===== config.mk =====
export PLATFORM = sky130hd
export DESIGN_NAME = mh_prerot
export DESIGN_NICKNAME = d
export VERILOG_FILES = /design/src/rtl/mh_pkg.sv /design/src/rtl/mh_prerot.sv
export SDC_FILE = /design/constraint.sdc
export NUM_CORES = 1
export LEC_CHECK = 0
export ABC_AREA = 1
export BUFFER_PORTS_ARGS = -buffer_cell sky130_fd_sc_hd__buf_2
export CORE_ASPECT_RATIO = 0.8
export CORE_MARGIN = 2
export CORE_UTILIZATION = 40
export DETAILED_ROUTE_END_ITERATION = 8
export MAX_ROUTING_LAYER = met4
export PLACE_DENSITY = 0.72
export REMOVE_ABC_BUFFERS = 1
export SLEW_MARGIN = 5
export SYNTH_ARGS = -nofsm -noshare
export SYNTH_HDL_FRONTEND = slang
export SYNTH_SLANG_ARGS = --single-unit

===== constraint.sdc =====
create_clock -name clk -period 1.7 [get_ports clk]
set_clock_uncertainty 0.15 [all_clocks]
set_input_delay 0.17 -clock clk [delete_from_list [all_inputs] [get_ports clk]]
set_output_delay 0.17 -clock clk [all_outputs]
set_load 0.03 [all_outputs]

===== src/rtl/mh_pkg.sv =====
// Shared types, constants and the arctangent table for the heading pipeline.
`timescale 1ns / 1ps

package mh_pkg;

	localparam int SCALE_BITS = 30;
	localparam int XW         = SCALE_BITS + 3;
	localparam int ZW         = 26;
	localparam int AW         = 16;
	localparam int SW         = 17;
	localparam int CW         = 15;
	localparam int IW         = 2;
	localparam int ATAN_LEN   = 24;

	localparam logic signed [ZW-1:0] ANG_90    = 26'sd5898240;
	localparam logic signed [ZW-1:0] ROUND_BIAS = 26'sd512;
	localparam int                   ROUND_SHIFT = 10;
	localparam logic signed [SW-1:0] TWO_TURNS = 17'sd46080;
	localparam logic [AW-1:0]        FULL_TURN = 16'd23040;

	localparam logic [IW-1:0] REG_DECLINATION = 2'd0;
	localparam logic [IW-1:0] REG_MOUNT       = 2'd1;

	localparam logic signed [CW-1:0] DECLINATION_RST = 15'sd128;
	localparam logic signed [CW-1:0] MOUNT_RST       = -15'sd5760;

	typedef struct packed {
		logic valid;
		logic zero;
	} mh_ctl_t;

	// atan(2^-i) in degrees times 65536
	function automatic logic signed [ZW-1:0] atan_val(input int unsigned i);
		logic signed [ZW-1:0] v;
		case (i)
			0: v = 26'sd2949120;
			1: v = 26'sd1740967;
			2: v = 26'sd919879;
			3: v = 26'sd466945;
			4: v = 26'sd234379;
			5: v = 26'sd117304;
			6: v = 26'sd58666;
			7: v = 26'sd29335;
			8: v = 26'sd14668;
			9: v = 26'sd7334;
			10: v = 26'sd3667;
			11: v = 26'sd1833;
			12: v = 26'sd917;
			13: v = 26'sd458;
			14: v = 26'sd229;
			15: v = 26'sd115;
			16: v = 26'sd57;
			17: v = 26'sd29;
			18: v = 26'sd14;
			19: v = 26'sd7;
			20: v = 26'sd4;
			21: v = 26'sd2;
			22: v = 26'sd1;
			default: v = '0;
		endcase
		return v;
	endfunction

endpackage


===== src/rtl/mh_prerot.sv =====
// Input stage: scales the sample and folds the left half plane into the right.
`timescale 1ns / 1ps

module mh_prerot #(
	parameter int SAMPLE_BITS = 16
) (
	input  logic                                clk,
	input  logic                                arst_n,
	input  logic                                load,
	input  logic signed [SAMPLE_BITS-1:0]       mag_x,
	input  logic signed [SAMPLE_BITS-1:0]       mag_y,
	output logic signed [mh_pkg::XW-1:0]        res_x,
	output logic signed [mh_pkg::XW-1:0]        res_y,
	output logic signed [mh_pkg::ZW-1:0]        res_z,
	output mh_pkg::mh_ctl_t                     res_ctl
);

	localparam int XW    = mh_pkg::XW;
	localparam int ZW    = mh_pkg::ZW;
	localparam int SHIFT = mh_pkg::SCALE_BITS - SAMPLE_BITS;

	logic signed [XW-1:0] sx, sy, nx, ny;
	logic signed [ZW-1:0] nz;
	logic signed [XW-1:0] x_s1, y_s1;
	logic signed [ZW-1:0] z_s1;
	mh_pkg::mh_ctl_t      ctl_s1;

	assign sx = XW'(mag_x) <<< SHIFT;
	assign sy = XW'(mag_y) <<< SHIFT;

	always_comb begin
		nx = sx;
		ny = sy;
		nz = '0;
		if (sx < 0) begin
			if (sy >= 0) begin
				nx = sy;
				ny = -sx;
				nz = mh_pkg::ANG_90;
			end else begin
				nx = -sy;
				ny = sx;
				nz = -mh_pkg::ANG_90;
			end
		end
	end

	always_ff @(posedge clk or negedge arst_n) begin
		if (!arst_n) begin
			ctl_s1 <= '0;
		end else begin
			ctl_s1.valid <= load;
			ctl_s1.zero  <= (mag_x == '0) && (mag_y == '0);
		end
	end

	always_ff @(posedge clk) begin
		x_s1 <= nx;
		y_s1 <= ny;
		z_s1 <= nz;
	end

	assign res_x   = x_s1;
	assign res_y   = y_s1;
	assign res_z   = z_s1;
	assign res_ctl = ctl_s1;

endmodule


Word level (Yosys, flattened, before mapping)
Index checks and enable logic that the tools add are counted.
{"block": "word_totals", "out_inout_bits": 94, "reg_bits": 94, "in_bits": 35}
{"block": "op_classes", "bitwise": 1, "reduce_logical": 5, "n_lt_le_gt_ge": 2, "addsub": 2, "muxes": 5}
{"op": "$mux 33", "n": 4}
{"op": "$neg 30->33", "n": 2}
{"op": "$logic_not 16->1", "n": 2}
{"op": "$ge 30x1->1 const B", "n": 1}
{"op": "$lt 30x1->1 const B", "n": 1}
{"op": "$mux 26", "n": 1}
{"op": "$reduce_and 2->1", "n": 1}
{"op": "$reduce_or 2->1", "n": 1}
{"op": "$logic_and 1x1->1", "n": 1}
{"op": "$not 1->1", "n": 1}

Longest topological paths before layout
{"block": "depth", "depth_word": 3, "mapped_depth": 11}

Worst setup path before layout
Ideal clock, no wire load.
{"block": "synth_timing", "kind": "input -> register", "startpoint": "input mag_x[1]", "endpoint": "register y_s1[26] (netlist: res_y[26])", "path_slack_ps": 371, "t_arrival_ps": 1053, "setup_ps": 126, "n_path_buf": 0, "cell_stages": 9, "path_cell_list": "inv_1 > ha_1 > inv_1 > nor2_2 > nand2_1 > nor2_1 > nand3_1 > nand3_1 > o211ai_1"}
{"block": "synth_between", "elab_chain_cells": 3, "word_cells_on_any_way": 4}
{"item": "start, declared", "line": "mh_prerot.sv:10", "text": "input logic signed [SAMPLE_BITS-1:0] mag_x,"}
{"item": "$neg 30->33", "line": "mh_prerot.sv:38", "text": "ny = -sx;"}
{"item": "$mux 33", "line": "mh_prerot.sv:36", "text": "if (sy >= 0) begin"}
{"item": "$mux 33 *", "line": "mh_prerot.sv:35", "text": "if (sx < 0) begin"}
{"item": "net ny[26]", "line": "mh_prerot.sv:22", "text": "logic signed [XW-1:0] sx, sy, nx, ny;"}
{"item": "end signal, assigned", "line": "mh_prerot.sv:59", "text": "y_s1 <= ny;"}
{"item": "end, declared", "line": "mh_prerot.sv:24", "text": "logic signed [XW-1:0] x_s1, y_s1;"}
Mark *: on every way through the listed nets, which the timed path passes. The rest lies on a longest branch.
A chain may end at the register's enable or synchronous reset.

Worst setup path after layout
{"block": "layout_timing", "startpoint": "input mag_x[15]", "endpoint": "register x_s1[29] (netlist: res_x[29])"}
{"block": "layout_between", "elab_chain_cells": 2}
{"item": "$lt 30x1->1", "line": "mh_prerot.sv:35"}
{"item": "$mux 33 *", "line": "mh_prerot.sv:35"}
{"item": "end signal, assigned", "line": "mh_prerot.sv:58", "text": "x_s1 <= nx;"}
{"item": "end, declared", "line": "mh_prerot.sv:24"}
Mark *: on every way between the ends. The rest lies on a longest branch, timed or not.

==> results.cfg <==
[yosys]
synth_top_cells_by_area = dfxtp_1 33%, buf_4 16%, nand2_1 11%
yosysWarningCount = 0
synthesis.area_sq_mm = 0.002496
synth_top_area_cell = dfxtp_1
yosysUniqueCellTypes = 32
syn_avg_cell_area_sq_um = 7.277
synthCells = 343
ys_ff_latch = 43
ys_seq_area_share_pct = 34.89
synth_top_area_share_pct = 32.88

[routing]
post_drt_wl_per_cell_microns = 12.18
viasPerCell = 4.485
drc_errors = 0
drt_iter0_markers = 98
vias = 2310
first_pass_iters = 4
drt_wl_total_microns = 6272
postRouteAntennaNets = 0

[timing]
setup_viol = 0
fin_crit_sh_pct = 93.93
fmax_mhz = 626.2
hold_violations = 0
rsz0062_at_grt = no
fin_tns_setup_ps = 0
period_minus_slack_ps = 1597
slew_viol_final = 0

[clock_network]
numCtsBuffers = 5
cts_sinks = 43
clk_path_buf_depth = 2
clkTransAtPathRegs_ps = 80
cts_tree = done
htree_levels = 2
cts_hold_buf = 12
cts_root_buffer = clkbuf_8
post_cts_buffers = 0
cts_resized = 0

[run_status]
outcome = completed

[min_path]
worstHoldStart = mag_x[3]
min_to = res_x[17]
holdCritPathClass = input pin to flop
whs_path_depth = 3

[die]
die_w_microns = 92.32
initial_core_util_pct = 41.78
die_area_sq_mm = 0.006892
die_height_microns = 74.66
top_level_ports = 129
coreArea_sq_mm = 0.005974
rows = 25

[place]
dpl_cell_area_sq_mm = 0.002764
globalplace.congestion = 0.9399
dp_hpwl_microns = 4844
io_buffers = 83

[layout]
synthToLayoutAreaGrowth_pct = 19.55
finalInstanceArea_sq_mm = 0.002984
diodes = 0
drive_above_1_share_pct = 27.19
finalNetCount = 470

[grt]
grt_use_total_pct = 18.82
grt_pass1_wl_microns = 9825
grt_max_degree = 29
grt_pass1_vias = 2091
gr-total-overflow = 0
antenna_found_initial = 0

[setup_path]
path_max_fanout = 12
start_kind = input pin
critPathCaptureType = flop
crit_type = input pin to flop
arrival_ps = 1680
crit_required_ps = 1780

[run]
maxCapViolCount = 0

[pwr]
total_power_uw = 2541
power.density_mw_per_mm2 = 851.7
peakVddDrop_v = 0.0003118
p_leak_uw = 0.001580
Yosys cell counts (all sizes together):
library cell	n
nand2	76
buf	59
dfxtp	41
inv	40
nand3	35
nor2	31
o21ai	16
o22ai	7
xor2	7
clkbuf	5
o221ai	4
a21oi	3
nand4	3
o211ai	3
dfrtp	2
ha	2
nand3b	2
nor3	2
o21bai	2
a31oi	1
conb	1
nor4	1
power breakdown:
group	internal, uW	switching, uW
clock	371	338
sequential	1090	19.5
combinational	188	538
cells in the final DEF, fill, tap and decap left out, drive strengths merged:
cell type and n:
nor2 31, o21ai 16, nand2 76, inv 40, nor3 2, ha 2, conb 48, nand3b 2
nand3 35, a31oi 1, o21bai 2, nand4 3, dlygate4sd3 12, o221ai 4, o22ai 7, a21oi 3
buf 88, o211ai 3, dfrtp 2, clkbuf 8, nor4 1, xor2 7, dfxtp 41
worst max path at each step:
stage | end | slack [ps] | cells after the start | from
final | res_x[29] | 100 | 5 | mag_x[15]
after global routing | res_y[26] | 3 | 8 | mag_x[6]
after CTS | res_ctl[0] | 130 | 7 | mag_x[6]
after detailed placement | res_y[26] | 70 | 10 | mag_x[1]
after global placement | res_y[26] | 170 | 10 | mag_x[1]
after floorplan | res_z[18] | 150 | 0 | res_z[24]
critical path, cell delays in order:
cell,delay (ps)
buf_2,210
nand2_1,260
buf_4,240
nor4_2,200
dlygate4sd3_1,590
through the flow:
step	util [%]	setup slack [ps]	cells	hold WS, ps
finish	49.95	103.2	515	1.346
detailed placement	46.26	74.27	495	-193.6
global placement	46.26	166.9	495	-194.7
global route	49.95	3.302	515	13.34
CTS	49.95	125.1	515	4.843
floorplan	-	148.9	326	-275.6
cell type report:
type / count / area [sq um]
Fill cell: 604 / 2990
Multi-Input combinational cell: 243 / 1189
Sequential cell: 43 / 870.8
Timing Repair Buffer: 100 / 573.1
Inverter: 40 / 150.1
Tap cell: 81 / 101.3
Clock buffer: 8 / 100.1
flip-flops by register name (all words and copies together), names as in the netlist:
signal and count:
res_x 19, res_y 19, res_z 3, res_ctl 2
cells by family (layout without fill, tap and decap cells):
group / Yosys count / count (layout) / share of synthesized area, %
AOI/OAI and AO/OA: 36 / 36 / 8.872
xor gates and xnor gates: 7 / 7 / 2.456
adders and majority gates: 2 / 2 / 1.002
buffers and inverters: 104 / 148 / 24.56
DFF: 43 / 43 / 34.89
other: 1 / 48 / 0.1502
and+or+nand+nor: 150 / 150 / 28.07
layer usage:
layer  track usage (%)  part of all wire (%)  up-vias
li1                  -                     -     1164
met1             24.24                    47     1008
met2             30.01                    43      127
met3             3.403                   9.0       11
met4             6.965                   1.6        0
met5                 -                     0        -
Power figures use the tool's default switching activity.
