[config.mk]
export PLATFORM = sky130hd
export DESIGN_NAME = mh_wrap
export DESIGN_NICKNAME = d
export VERILOG_FILES = /design/src/rtl/mh_pkg.sv /design/src/rtl/mh_wrap.sv
export SDC_FILE = /design/constraint.sdc
export NUM_CORES = 1
export LEC_CHECK = 0
export BUFFER_PORTS_ARGS = -buffer_cell sky130_fd_sc_hd__clkbuf_2
export CORE_ASPECT_RATIO = 0.75
export CORE_UTILIZATION = 50
export DETAILED_ROUTE_END_ITERATION = 12
export GPL_TIMING_DRIVEN = 0
export PLACE_DENSITY_LB_ADDON = 0.15
export SETUP_SLACK_MARGIN = 0.05
export SYNTH_ARGS = -nofsm -noshare
export SYNTH_HDL_FRONTEND = slang
export SYNTH_SLANG_ARGS = --single-unit
[constraint.sdc]
create_clock -name clk -period 1.8 [get_ports clk]
set_input_delay 0 -clock clk [delete_from_list [all_inputs] [get_ports clk]]
set_output_delay 0 -clock clk [all_outputs]
set_load 0.05 [all_outputs]
[src/rtl/mh_pkg.sv]
// Shared types, constants and the arctangent table for the heading pipeline.
`timescale 1ns / 1ps

package mh_pkg;

	localparam int SCALE_BITS = 30;
	localparam int XW         = SCALE_BITS + 3;
	localparam int ZW         = 26;
	localparam int AW         = 16;
	localparam int SW         = 17;
	localparam int CW         = 15;
	localparam int IW         = 2;
	localparam int ATAN_LEN   = 24;

	localparam logic signed [ZW-1:0] ANG_90    = 26'sd5898240;
	localparam logic signed [ZW-1:0] ROUND_BIAS = 26'sd512;
	localparam int                   ROUND_SHIFT = 10;
	localparam logic signed [SW-1:0] TWO_TURNS = 17'sd46080;
	localparam logic [AW-1:0]        FULL_TURN = 16'd23040;

	localparam logic [IW-1:0] REG_DECLINATION = 2'd0;
	localparam logic [IW-1:0] REG_MOUNT       = 2'd1;

	localparam logic signed [CW-1:0] DECLINATION_RST = 15'sd128;
	localparam logic signed [CW-1:0] MOUNT_RST       = -15'sd5760;

	typedef struct packed {
		logic valid;
		logic zero;
	} mh_ctl_t;

	// atan(2^-i) in degrees times 65536
	function automatic logic signed [ZW-1:0] atan_val(input int unsigned i);
		logic signed [ZW-1:0] v;
		case (i)
			0: v = 26'sd2949120;
			1: v = 26'sd1740967;
			2: v = 26'sd919879;
			3: v = 26'sd466945;
			4: v = 26'sd234379;
			5: v = 26'sd117304;
			6: v = 26'sd58666;
			7: v = 26'sd29335;
			8: v = 26'sd14668;
			9: v = 26'sd7334;
			10: v = 26'sd3667;
			11: v = 26'sd1833;
			12: v = 26'sd917;
			13: v = 26'sd458;
			14: v = 26'sd229;
			15: v = 26'sd115;
			16: v = 26'sd57;
			17: v = 26'sd29;
			18: v = 26'sd14;
			19: v = 26'sd7;
			20: v = 26'sd4;
			21: v = 26'sd2;
			22: v = 26'sd1;
			default: v = '0;
		endcase
		return v;
	endfunction

endpackage

[src/rtl/mh_wrap.sv]
// Output stages: rounds the angle, adds both offsets and wraps into one turn.
`timescale 1ns / 1ps

module mh_wrap (
	input  logic                         clk,
	input  logic                         arst_n,
	input  logic signed [mh_pkg::ZW-1:0] src_z,
	input  mh_pkg::mh_ctl_t              src_ctl,
	input  logic signed [mh_pkg::CW-1:0] declination,
	input  logic signed [mh_pkg::CW-1:0] mount_offset,
	output logic                         done,
	output logic [mh_pkg::CW-1:0]        heading_deg
);

	localparam int ZW = mh_pkg::ZW;
	localparam int AW = mh_pkg::AW;
	localparam int SW = mh_pkg::SW;
	localparam int CW = mh_pkg::CW;

	logic signed [ZW-1:0] zr;
	logic signed [AW-1:0] ang;
	logic signed [SW-1:0] sum;
	logic signed [SW-1:0] sum_s1;
	logic                 valid_s1;
	logic [AW-1:0]        val_s2;
	logic                 valid_s2;
	logic [CW-1:0]        heading_s3;
	logic                 valid_s3;
	logic signed [SW-1:0] lifted;

	assign zr  = src_z + mh_pkg::ROUND_BIAS;
	assign ang = src_ctl.zero ? '0 : AW'(zr >>> mh_pkg::ROUND_SHIFT);
	assign sum = SW'(ang) + SW'(declination) + SW'(mount_offset);

	assign lifted = sum_s1[SW-1] ? (sum_s1 + mh_pkg::TWO_TURNS) : sum_s1;

	always_ff @(posedge clk or negedge arst_n) begin
		if (!arst_n) begin
			valid_s1 <= 1'b0;
			valid_s2 <= 1'b0;
			valid_s3 <= 1'b0;
		end else begin
			valid_s1 <= src_ctl.valid;
			valid_s2 <= valid_s1;
			valid_s3 <= valid_s2;
		end
	end

	always_ff @(posedge clk) begin
		sum_s1 <= sum;
		val_s2 <= lifted[AW-1:0];
		if (val_s2 >= mh_pkg::FULL_TURN) begin
			heading_s3 <= CW'(val_s2 - mh_pkg::FULL_TURN);
		end else begin
			heading_s3 <= val_s2[CW-1:0];
		end
	end

	assign done        = valid_s3;
	assign heading_deg = heading_s3;

endmodule

# Word-level counts from Yosys, hierarchy flattened
# Index checks and enable logic that the tools add are counted.
# W data, S select, Z words.
# word_totals
input_bits	60
word_cells	15
register_bits	51
out_inout_bits	16
# classes
muxes	3
add_sub_neg	5
magnitude_cmp	1
# ops
op	count
$mux W16	2
$add A26 B11 Y26 const B	1
$add A16 B15 Y17	1
$add A17 B15 Y17	1
$add A16 B16 Y16 const B	1
$ge A16 B15 Y1 const B	1
$mux W15	1
$sub A15 B15 Y15 const B	1

# Depth between registers and ports, before layout
# depth
depth_word	4
mapped_depth	13
depth_no_buf	12

# Worst setup path before layout
# OpenSTA, ideal clock, no wires.
# synth_path
path_kind	input to register
start	in src_z[16] (netlist bit)
end	reg sum_s1[14]
setup_time_ps	121
required_time_ps	1679
t_arrival_ps	2500
n_path_buf	1
slack_ps	-821
path_stages	13
cell_sequence	and4_1 -> nand3_1 -> nor3_1 -> xnor2_1 -> nor2_1 -> fa_1 -> ha_1 -> buf_2 -> a21oi_2 -> o21ai_0 -> or3_1 -> nor3_1 -> nor3_1
# synth_via
elab_chain_cells	4
# synth_rtl
item	line	source
from (decl)	mh_wrap.sv:7	input logic signed [mh_pkg::ZW-1:0] src_z,
$add A26 B11 Y26	mh_wrap.sv:31	assign zr = src_z + mh_pkg::ROUND_BIAS;
$mux W16	mh_wrap.sv:32	assign ang = src_ctl.zero ? '0 : AW'(zr >>> mh_pkg::ROUND_SHIFT);
$add A16 B15 Y17	mh_wrap.sv:33	assign sum = SW'(ang) + SW'(declination) + SW'(mount_offset);
$add A17 B15 Y17	mh_wrap.sv:33	
named net sum[14]	mh_wrap.sv:22	logic signed [SW-1:0] sum;
to (signal assigned)	mh_wrap.sv:50	sum_s1 <= sum;
to (decl)	mh_wrap.sv:23	logic signed [SW-1:0] sum_s1;
# The timed path passes the listed nets, and every way through them passes these cells.

# Worst setup path in the final report
# layout_path
start	in src_z[10] (netlist bit)
end	reg sum_s1[14]
# The elaborated chain is that of the path after synthesis.

==> impl_metrics.csv <==
group,metric,value,unit
place,gp_congestion,0.9497,
die,core_area,5381,um2
final_layout,diodes,0,
worst_setup_path,r2r-start,"val_s2[9]",
worst_setup_path,cp.arrival,2720,ps
timing,grt_setup_unrepaired,"true",
yosys,syn_area_per_cell,9.952,um2
timing,worst_slew_pin_slew,462.6,ps
clocking,h-tree-depth,2,
status,violations,"negative setup slack",
timing,max_freq,401.6,MHz
power,peakVddDrop,0.4309,mV
yosys,synth_area,2816,um2
clocking,clk_pin_slew,90,ps
yosys,ys_ff_latch,51,
yosys,synthArstFlopShare,5.882,%
worst_setup_path,worst-r2r-setup-slack,410,ps
status,status,"complete, but fails checks",
global_routing,grt_usage,22.02,%
yosys,synth_fp_nets,378,
yosys,synth_cell_type_count,49,
worst_setup_path,r2r_end,"heading_deg[12]",
timing,hold_viol,0,
yosys,syn_inst,283,
worst_setup_path,reg2regPathDepth,5,
min_path,min_path_type,"in -> async",
clocking,cts_buffer_depth,2,
timing,postLayoutSetupSlackWorst,-689.9,ps
worst_setup_path,worstSetupPathType,"in -> reg",
yosys,ys.flop_type,"dfxtp_1",
global_routing,grt_pass1_vias,2227,
routing,vias,2302,
power,p_per_area,1268,nW/um2
die,num_rows,23,
final_layout,num-nets-final,473,
job,maxCapViolations,0,
worst_setup_path,critPathRequiredTime,2030,ps
timing,fin_tns_setup,-5800,ps
power,p_leak,1.767,nW
die,die_area,5940,um2
global_routing,overflow,0,
timing,slew_viol_final,0,
routing,drt_pass1_iterations,4,
clocking,cts_root_buf,"clkbuf_8",
global_routing,antenna_found_initial,0,
timing,fin_crit_sh,138.3,%
final_layout,final_util,74.42,%
final_layout,syn2layout_area_growth,42.20,%
clocking,clk_latency,300,ps
global_routing,grt_pass1_wl,9722,um
final_layout,layout_common_cells,"clkbuf_2, dfxtp_1, nor2_1, buf_4, inv_1",
worst_setup_path,crit_fanout,4,
yosys,ys_seq_area_share,36.78,%
die,ios,76,
routing,drcViolationCount,0,
die,floorplan.initialDensity,52.34,%
global_routing,grt_max_degree,17,
place,hpwlAfterDp,4378,um
timing,slew_headroom,69.16,%
worst_setup_path,critPathLaunchType,"primary input",
final_layout,final_common_cell,"clkbuf_2",
clocking,cts_tree,"done",
routing,drtIter0Drc,74,
timing,finClkSkew,11.01,ps
routing,antenna_left,0,
die,die_x,88.67,um
timing,finalCriticalPeriod,2490,ps
timing,report.final.setup_viol,12,
power,finalPower,5.077,mW
routing,finalWirelength,6263,um
routing,via_per_inst,5.070,
clocking,clock_sinks,51,
clocking,numCtsBuffers,5,
die,chipHeight,67.00,um
place,post-place-ws,-1131,ps
final_layout,drive_gt1_share,43.27,%
worst_setup_path,cp-end-kind,"flip-flop",
place,portBuffers,66,
routing,wl_per_cell,13.80,um
yosys,synth_edf_count,0,
yosys,yosys_warnings,0,
## routing by layer
metal / share of wire, % / track usage, %
met5: 0 / 0
met4: 2.2 / 7.661
met3: 4.3 / 4.833
met2: 48 / 38.27
met1: 46 / 26.82
## how the worst max path moves through the flow
stage / end / cells after the start / from / slack, ps
after detailed placement: sum_s1[13] / 14 / src_z[12] / -1130
after global placement: sum_s1[13] / 14 / src_z[12] / -1090
after CTS: sum_s1[13] / 14 / src_z[11] / -630
final: sum_s1[14] / 13 / src_z[10] / -690
after global routing: sum_s1[14] / 13 / src_z[10] / -790
after floorplan: sum_s1[13] / 13 / src_z[12] / -720
## through the flow
stage / instance area, um2 / cells / hold WS (ps)
global placement: 3402 / 424 / -203.6
detailed placement: 3402 / 424 / -197.5
floorplan: 2978 / 283 / -295.6
CTS: 3797 / 448 / 15.36
global route: 4005 / 454 / 42.56
finish: 4005 / 454 / 36.29
## final cells by class
| cell class | count | area (um2) |
|---|---|---|
| buffer | 3 | 21.27 |
| clock buffer | 6 | 72.57 |
| clock inverter | 2 | 37.54 |
| fill | 362 | 1376 |
| inverter | 20 | 78.83 |
| multi-input combinational | 208 | 2087 |
| sequential | 51 | 1036 |
| tap | 75 | 93.84 |
| timing repair buffer | 89 | 578.1 |
## synthesized netlist by cell type (all sizes together), types with 4 or more instances
master,n,area [um2]
and2,5,33.78
o21ai,10,53.80
inv,20,75.07
nor2,21,78.83
nand2,17,63.81
fa,17,340.3
nand4,4,25.02
xnor2,18,157.7
ha,18,225.2
xor2,15,131.4
nand2b,5,31.28
nor3,11,55.05
nand3,13,65.06
dfxtp,48,960.9
a21oi,14,77.58
## cell families (layout without fill, tap and decap cells)
group                    Yosys count  after routing  synth area share (%)
flip-flops                        51             51                 36.78
multiplexers                       4              4                 1.466
XOR/XNOR                          33             33                 10.26
AO/OA/AOI/OAI                     44             44                 11.37
buffers and inverters             24            120                 3.331
AND/OR/NAND/NOR                   92             92                 16.70
adder cells (fa/ha/maj)           35             35                 20.08
## worst max-delay path, stage by stage
cell      delay (ps)
buf_4            110
nand3_1          120
or2_4            250
xor2_1           140
nor2_1           130
fa_1             460
ha_4             250
and2_4           170
a221oi_4         350
buf_4            180
a21oi_2           80
o2111a_1         280
nor3_2           190
## sequential cells by signal (all words and copies together) (netlist names)
register and count:
done 1, sum_s1 17, val_s2 16, heading_deg 15, valid_s2 1, valid_s1 1
## where the power goes
part | leakage, nW | switching, mW | total, mW | internal, mW
registers | 0.440 | 0.204 | 1.84 | 1.64
logic | 1.28 | 1.44 | 2.46 | 1.02
clock network | 0.0514 | 0.357 | 0.771 | 0.415
total | 1.77 | 2.00 | 5.08 | 3.08
## repair_timing
action,CTS,global route
gates cloned,0,0
pin swaps,27,23
endpoints found under the setup margin,12,12
gates resized for setup,29,40
buffers inserted,14,7
hold buffers,2,0
hold endpoints to repair,4,0
Note: power is estimated with default switching activity, not from simulation.
