<file path="src/rtl/mh_pkg.sv">
// Shared types, constants and the arctangent table for the heading pipeline.
`timescale 1ns / 1ps

package mh_pkg;

	localparam int SCALE_BITS = 30;
	localparam int XW         = SCALE_BITS + 3;
	localparam int ZW         = 26;
	localparam int AW         = 16;
	localparam int SW         = 17;
	localparam int CW         = 15;
	localparam int IW         = 2;
	localparam int ATAN_LEN   = 24;

	localparam logic signed [ZW-1:0] ANG_90    = 26'sd5898240;
	localparam logic signed [ZW-1:0] ROUND_BIAS = 26'sd512;
	localparam int                   ROUND_SHIFT = 10;
	localparam logic signed [SW-1:0] TWO_TURNS = 17'sd46080;
	localparam logic [AW-1:0]        FULL_TURN = 16'd23040;

	localparam logic [IW-1:0] REG_DECLINATION = 2'd0;
	localparam logic [IW-1:0] REG_MOUNT       = 2'd1;

	localparam logic signed [CW-1:0] DECLINATION_RST = 15'sd128;
	localparam logic signed [CW-1:0] MOUNT_RST       = -15'sd5760;

	typedef struct packed {
		logic valid;
		logic zero;
	} mh_ctl_t;

	// atan(2^-i) in degrees times 65536
	function automatic logic signed [ZW-1:0] atan_val(input int unsigned i);
		logic signed [ZW-1:0] v;
		case (i)
			0: v = 26'sd2949120;
			1: v = 26'sd1740967;
			2: v = 26'sd919879;
			3: v = 26'sd466945;
			4: v = 26'sd234379;
			5: v = 26'sd117304;
			6: v = 26'sd58666;
			7: v = 26'sd29335;
			8: v = 26'sd14668;
			9: v = 26'sd7334;
			10: v = 26'sd3667;
			11: v = 26'sd1833;
			12: v = 26'sd917;
			13: v = 26'sd458;
			14: v = 26'sd229;
			15: v = 26'sd115;
			16: v = 26'sd57;
			17: v = 26'sd29;
			18: v = 26'sd14;
			19: v = 26'sd7;
			20: v = 26'sd4;
			21: v = 26'sd2;
			22: v = 26'sd1;
			default: v = '0;
		endcase
		return v;
	endfunction

endpackage

</file>
<file path="src/rtl/mh_cordic_stage.sv">
// One registered CORDIC vectoring micro-rotation.
`timescale 1ns / 1ps

module mh_cordic_stage #(
	parameter int STAGE = 0
) (
	input  logic                         clk,
	input  logic                         arst_n,
	input  logic signed [mh_pkg::XW-1:0] src_x,
	input  logic signed [mh_pkg::XW-1:0] src_y,
	input  logic signed [mh_pkg::ZW-1:0] src_z,
	input  mh_pkg::mh_ctl_t              src_ctl,
	output logic signed [mh_pkg::XW-1:0] res_x,
	output logic signed [mh_pkg::XW-1:0] res_y,
	output logic signed [mh_pkg::ZW-1:0] res_z,
	output mh_pkg::mh_ctl_t              res_ctl
);

	localparam int XW = mh_pkg::XW;
	localparam int ZW = mh_pkg::ZW;
	localparam logic signed [ZW-1:0] ATAN = mh_pkg::atan_val(STAGE);

	logic signed [XW-1:0] dx, dy;
	logic                 up;
	logic signed [XW-1:0] x_s1, y_s1;
	logic signed [ZW-1:0] z_s1;
	mh_pkg::mh_ctl_t      ctl_s1;

	assign dx = src_y >>> STAGE;
	assign dy = src_x >>> STAGE;
	assign up = !src_y[XW-1];

	always_ff @(posedge clk or negedge arst_n) begin
		if (!arst_n) begin
			ctl_s1 <= '0;
		end else begin
			ctl_s1 <= src_ctl;
		end
	end

	always_ff @(posedge clk) begin
		if (up) begin
			x_s1 <= src_x + dx;
			y_s1 <= src_y - dy;
			z_s1 <= src_z + ATAN;
		end else begin
			x_s1 <= src_x - dx;
			y_s1 <= src_y + dy;
			z_s1 <= src_z - ATAN;
		end
	end

	assign res_x   = x_s1;
	assign res_y   = y_s1;
	assign res_z   = z_s1;
	assign res_ctl = ctl_s1;

endmodule

</file>
<file path="config.mk">
export PLATFORM = sky130hd
export DESIGN_NAME = mh_cordic_stage
export DESIGN_NICKNAME = d
export VERILOG_FILES = /design/src/rtl/mh_pkg.sv /design/src/rtl/mh_cordic_stage.sv
export SDC_FILE = /design/constraint.sdc
export NUM_CORES = 1
export LEC_CHECK = 0
export BUFFER_PORTS_ARGS = -buffer_cell sky130_fd_sc_hd__buf_2
export CAP_MARGIN = 5
export CORE_MARGIN = 2
export CORE_UTILIZATION = 28
export CTS_CLUSTER_SIZE = 12
export DETAILED_ROUTE_END_ITERATION = 6
export SKIP_LAST_GASP = 1
export SLEW_MARGIN = 5
export SYNTH_ARGS = -nofsm -noshare
export SYNTH_HDL_FRONTEND = slang
export SYNTH_SLANG_ARGS = --single-unit
</file>
<file path="constraint.sdc">
create_clock -name clk -period 0.8 [get_ports clk]
set_input_delay 0.08 -clock clk [delete_from_list [all_inputs] [get_ports clk]]
set_output_delay 0.08 -clock clk [all_outputs]
set_load 0.02 [all_outputs]
</file>
### Word-level counts from Yosys, hierarchy flattened

Cells that the tools add are included.

| storage, ports and cells | value |
|---|---|
| flip-flop bits (word level) | 94 |
| input bits | 96 |
| output and inout port bits | 94 |

| cells by class | value |
|---|---|
| add/sub/neg operators | 5 |
| multiplexer cells | 3 |

Operators by type and width:

| kind | count |
|---|---|
| 2-to-1 mux 33 bit | 2 |
| subtractor 33 bit | 2 |
| adder 33 bit | 1 |
| adder 26 x 23 -> 26 bit (second input constant) | 1 |
| 2-to-1 mux 26 bit | 1 |
| subtractor 26 x 23 -> 26 bit (second input constant) | 1 |

### Logic depth before layout (Yosys ltp)

| logic depth | value |
|---|---|
| depth in word-level cells | 2 |
| gate-level depth with buffers | 13 |
| gate-level depth less buffers | 12 |

### Least setup slack after synthesis

No wires, ideal clock.

| timing | value |
|---|---|
| path kind | input-to-reg |
| start point | input src_y[0] (netlist name) |
| end point | register y_s1[32] (netlist: res_y[32]) |
| setup time | 124 ps |
| arrival | 2,450 ps |
| setup slack | -1,774 ps |
| stages on the path | 12 |
| path buffers | 0 |
| cell sequence | inv_1 -> ha_1 -> fa_1 -> and2b_1 -> a221oi_1 -> o211a_2 -> or4_1 -> a211oi_2 -> nor2_1 -> o21ai_1 -> mux2i_1 -> nand3_1 |

| between the ends | value |
|---|---|
| word-level cells in the longest chain between the ends | 2 |
| elaborated cells between the ends (all ways) | 3 |

RTL lines:

| what | RTL line | RTL |
|---|---|---|
| from (decl) | mh_cordic_stage.sv:10 | `input logic signed [mh_pkg::XW-1:0] src_y,` |
| subtractor 33 bit / adder 33 bit (equally long branches) | mh_cordic_stage.sv:44, mh_cordic_stage.sv:48 |  |
| 2-to-1 mux 33 bit (*) | mh_cordic_stage.sv:42 | `if (up) begin` |
| to (signal assigned) | mh_cordic_stage.sv:44 | `y_s1 <= src_y - dy;` |
| to (signal assigned) | mh_cordic_stage.sv:48 | `y_s1 <= src_y + dy;` |
| to (decl) | mh_cordic_stage.sv:25 | `logic signed [XW-1:0] x_s1, y_s1;` |

Mark *: on every way between the ends. The rest lies on a longest branch, timed or not.

### Worst setup path after layout

| timing | value |
|---|---|
| start point | input src_y[0] (netlist name) |
| end point | register x_s1[20] (netlist: res_x[20]) |

| between the ends | value |
|---|---|
| word-level cells in the longest chain between the ends | 2 |
| elaborated cells between the ends (all ways) | 3 |

RTL lines:

| what | RTL line | RTL |
|---|---|---|
| adder 33 bit / subtractor 33 bit (equally long branches) | mh_cordic_stage.sv:43, mh_cordic_stage.sv:47 |  |
| 2-to-1 mux 33 bit (*) | mh_cordic_stage.sv:42 |  |
| to (signal assigned) | mh_cordic_stage.sv:43 | `x_s1 <= src_x + dx;` |
| to (signal assigned) | mh_cordic_stage.sv:47 | `x_s1 <= src_x - dx;` |
| to (decl) | mh_cordic_stage.sv:25 |  |

Marked as above.

==> metrics.cfg <==
[timing]
rsz0062_at_grt = true
drv_slew = 0
fin_crit_ps = 2320
setup_viol = 161
fmaxAchievable_ghz = 0.430
setup_ws_ps = -1520
hold_violations = 0
period_share_pct = 290
worst_pin_slew_ps = 566
slew_headroom_pct = 62.0

[min_path]
hold_class = input port to async pin

[logic_synthesis]
synth_cells = 987
ys.flop_type = dfxtp_1
synth.distinct_cells = 77
synth_edf_count = 0
async_flop_share_pct = 2.15
ys_seq_elements = 93
ys_warn_count = 0
syn-cell-area_sq_um = 7830
synth_seq_area_share_pct = 23.9
syn_area_per_cell_sq_um = 7.93
syn_nets = 1191

[clock_network]
cts_tree = done
numCtsBuffers = 9
h-tree-depth = 3
clk_path_buf_depth = 2
cts-root-buf = clkbuf_16
clkSlewWorstSetupHoldPaths_ps = 70
clkSinkCount = 93

[critical_path]
cp_max_fo = 3
cp_slowest_stage_delay_ps = 350
cp-end-kind = flop
slowest_stage = fa_2
path_class = input port to flop
crit_buf_inv = 4
cp.arrival_ps = 2610
cp-start-kind = input port
path_cells = buf_12 > buf_6 > ha_4 > fa_2 > and4b_1 > a211oi_2 > or2_4 > buf_6 > a21o_1 > a21oi_2 > buf_4 > a2111oi_2 > a211oi_2 > xnor2_1
worstPathRequired_ps = 1080
path_delay_family = compound AO/OA/AOI/OAI gates

[pwr]
intPower_uw = 14800
swShare_pct = 37.6
irDropWorstVdd_uv = 1030
power_leakage_uw = 0.00700
netSwitchingPower_uw = 8940
seqPwrFrac_pct = 26.5
pwr-share-clk_pct = 19.2
power_density_nw_per_um2 = 1570
comb_power_share_pct = 54.2

[run]
cap_violations = 0

[route]
wire_per_inst_um = 17.2
antenna_left = 0
avgViaCountPerCell = 4.99
first_iter_violations = 565
drt_pre_antenna_iters = 5
routed_wl_um = 33100
drc = 0
via_count = 9619

[placed_design]
hpwl_um = 24200
dp.cells = 1846
portBuffers = 189
gp_congestion = 0.933

[floorplan]
die_h_um = 171
initial_utilization_pct = 28.3
fp.coreArea_sq_um = 27600
die_area_sq_um = 29300
die_w_um = 171
pin_count = 190
row_count = 61

[finish]
final_cell_mix = buf_4 (331), buf_6 (139), dfxtp_2 (91)
fin_nets = 1748
syn_to_final_growth_pct = 93.4
regArea_sq_um = 1990
fillers = 2463
diodes = 0
final_common_cell = buf_4
utilization_pct = 54.8
drive_above_1_share_pct = 59.8
multi_input_area_sq_um = 6830
final_cells = 1927

[status]
violations = negative setup slack
status = finished with violations

[global_route]
grt_overflow_total = 0
grt_pass1_wl_um = 50400
grt_usage_pct = 22.1
grt_max_degree = 47
first_global_vias = 9735
antenna_found_initial = 2

cell usage after synthesis, types with 8 or more instances:
| cell | n | share of area [%] |
|---|---|---|
| nand4_1 | 9 | 0.72 |
| nor2_1 | 83 | 4.0 |
| nand2b_1 | 8 | 0.64 |
| nor4_1 | 9 | 0.72 |
| o31ai_1 | 17 | 1.6 |
| nand3_1 | 8 | 0.51 |
| clkbuf_1 | 21 | 1.0 |
| a21o_1 | 26 | 2.5 |
| inv_1 | 99 | 4.7 |
| o21bai_1 | 22 | 2.1 |
| dfxtp_1 | 91 | 23 |
| xor2_1 | 10 | 1.1 |
| buf_2 | 10 | 0.64 |
| nand2_1 | 46 | 2.2 |
| a211oi_1 | 11 | 1.1 |
| nor3_1 | 21 | 1.3 |
| xnor2_1 | 60 | 6.7 |
| a21oi_1 | 129 | 8.2 |
| o21a_1 | 8 | 0.77 |
| ha_1 | 104 | 17 |
| o21ai_0 | 48 | 3.1 |
| mux2i_1 | 9 | 1.2 |
power by group through the flow:
| stage | combinational [uW] | sequential (uW) | clock [uW] |
|---|---|---|---|
| 6_report | 12900 | 6310 | 4580 |
| 5_1_grt | 13700 | 6370 | 4930 |
| 4_1_cts | 12100 | 6300 | 4760 |
| 3_5_place_dp | 9890 | 5970 | 0 |
| 3_3_place_gp | 9820 | 5990 | 0 |
| 2_1_floorplan | 4270 | 7120 | 0 |
stage by stage:
| step | area (sq um) | total power (uW) | TNS [ps] | setup slack [ps] | hold slack, ps |
|---|---|---|---|---|---|
| detailed placement | 12200 | 15900 | -99490 | -1960 | -134 |
| global route | 15100 | 25000 | -84010 | -1600 | 49.9 |
| floorplan | 8520 | 11400 | -65600 | -1550 | -216 |
| finish | 15100 | 23800 | -76620 | -1520 | 38.2 |
| global placement | 12200 | 15800 | -98000 | -1930 | -136 |
| CTS | 14600 | 23200 | -73680 | -1470 | 3.64 |
logic make-up (layout without fill, tap and decap cells):
group | Yosys count | after routing | share of synthesized area [%]
AO/OA/AOI/OAI | 335 | 335 | 27.9
adder cells (fa/ha/maj) | 108 | 108 | 17.6
XOR/XNOR | 70 | 70 | 7.83
multiplexers | 9 | 9 | 1.15
AND/OR/NAND/NOR | 219 | 219 | 13.5
buffers and inverters | 153 | 715 | 7.98
flip-flops | 93 | 93 | 23.9
repair_timing:
item	in CTS	in global routing
pin swaps	122	99
endpoints found under the setup margin	164	164
endpoints found under the hold margin	22	0
hold buffers	21	0
cloned	2	0
resized for setup	483	93
buffers inserted	33	26
cell type report:
type                    count  share of cell area, %
clock inverters             6                  0.504
repair buffers            591                   33.4
clock buffers              10                   1.51
multi-input cells         741                   45.1
flip-flops and latches     93                   13.1
inverters                 108                   3.19
well taps                 378                   3.13
flip-flops by register name, indices dropped and copies added (netlist names):
| register | count |
|---|---|
| res_z | 26 |
| res_y | 32 |
| res_x | 33 |
| res_ctl | 2 |
worst max path at each step:
stage | from | end | slack [ps] | cells after the start
after floorplan | src_y[0] | res_y[32]$_DFF_P_ | -1550 | 12
after global placement | src_x[0] | res_y[32]$_DFF_P_ | -1930 | 12
after detailed placement | src_x[0] | res_y[32]$_DFF_P_ | -1960 | 12
after CTS | src_y[0] | res_y[32]$_DFF_P_ | -1470 | 13
after global routing | src_y[0] | res_x[20]$_DFF_P_ | -1600 | 14
final | src_y[0] | res_x[20]$_DFF_P_ | -1520 | 14
per-layer routing:
layer  up-vias  GRT usage [%]  part of all wire, %
met2       353           38.9                   50
met4         2           8.07                  2.9
met1      4629           27.4                   41
met5         -              0                0.039
li1       4571              -                    -
met3        64           2.83                  5.9
Power figures use the tool's default switching activity.
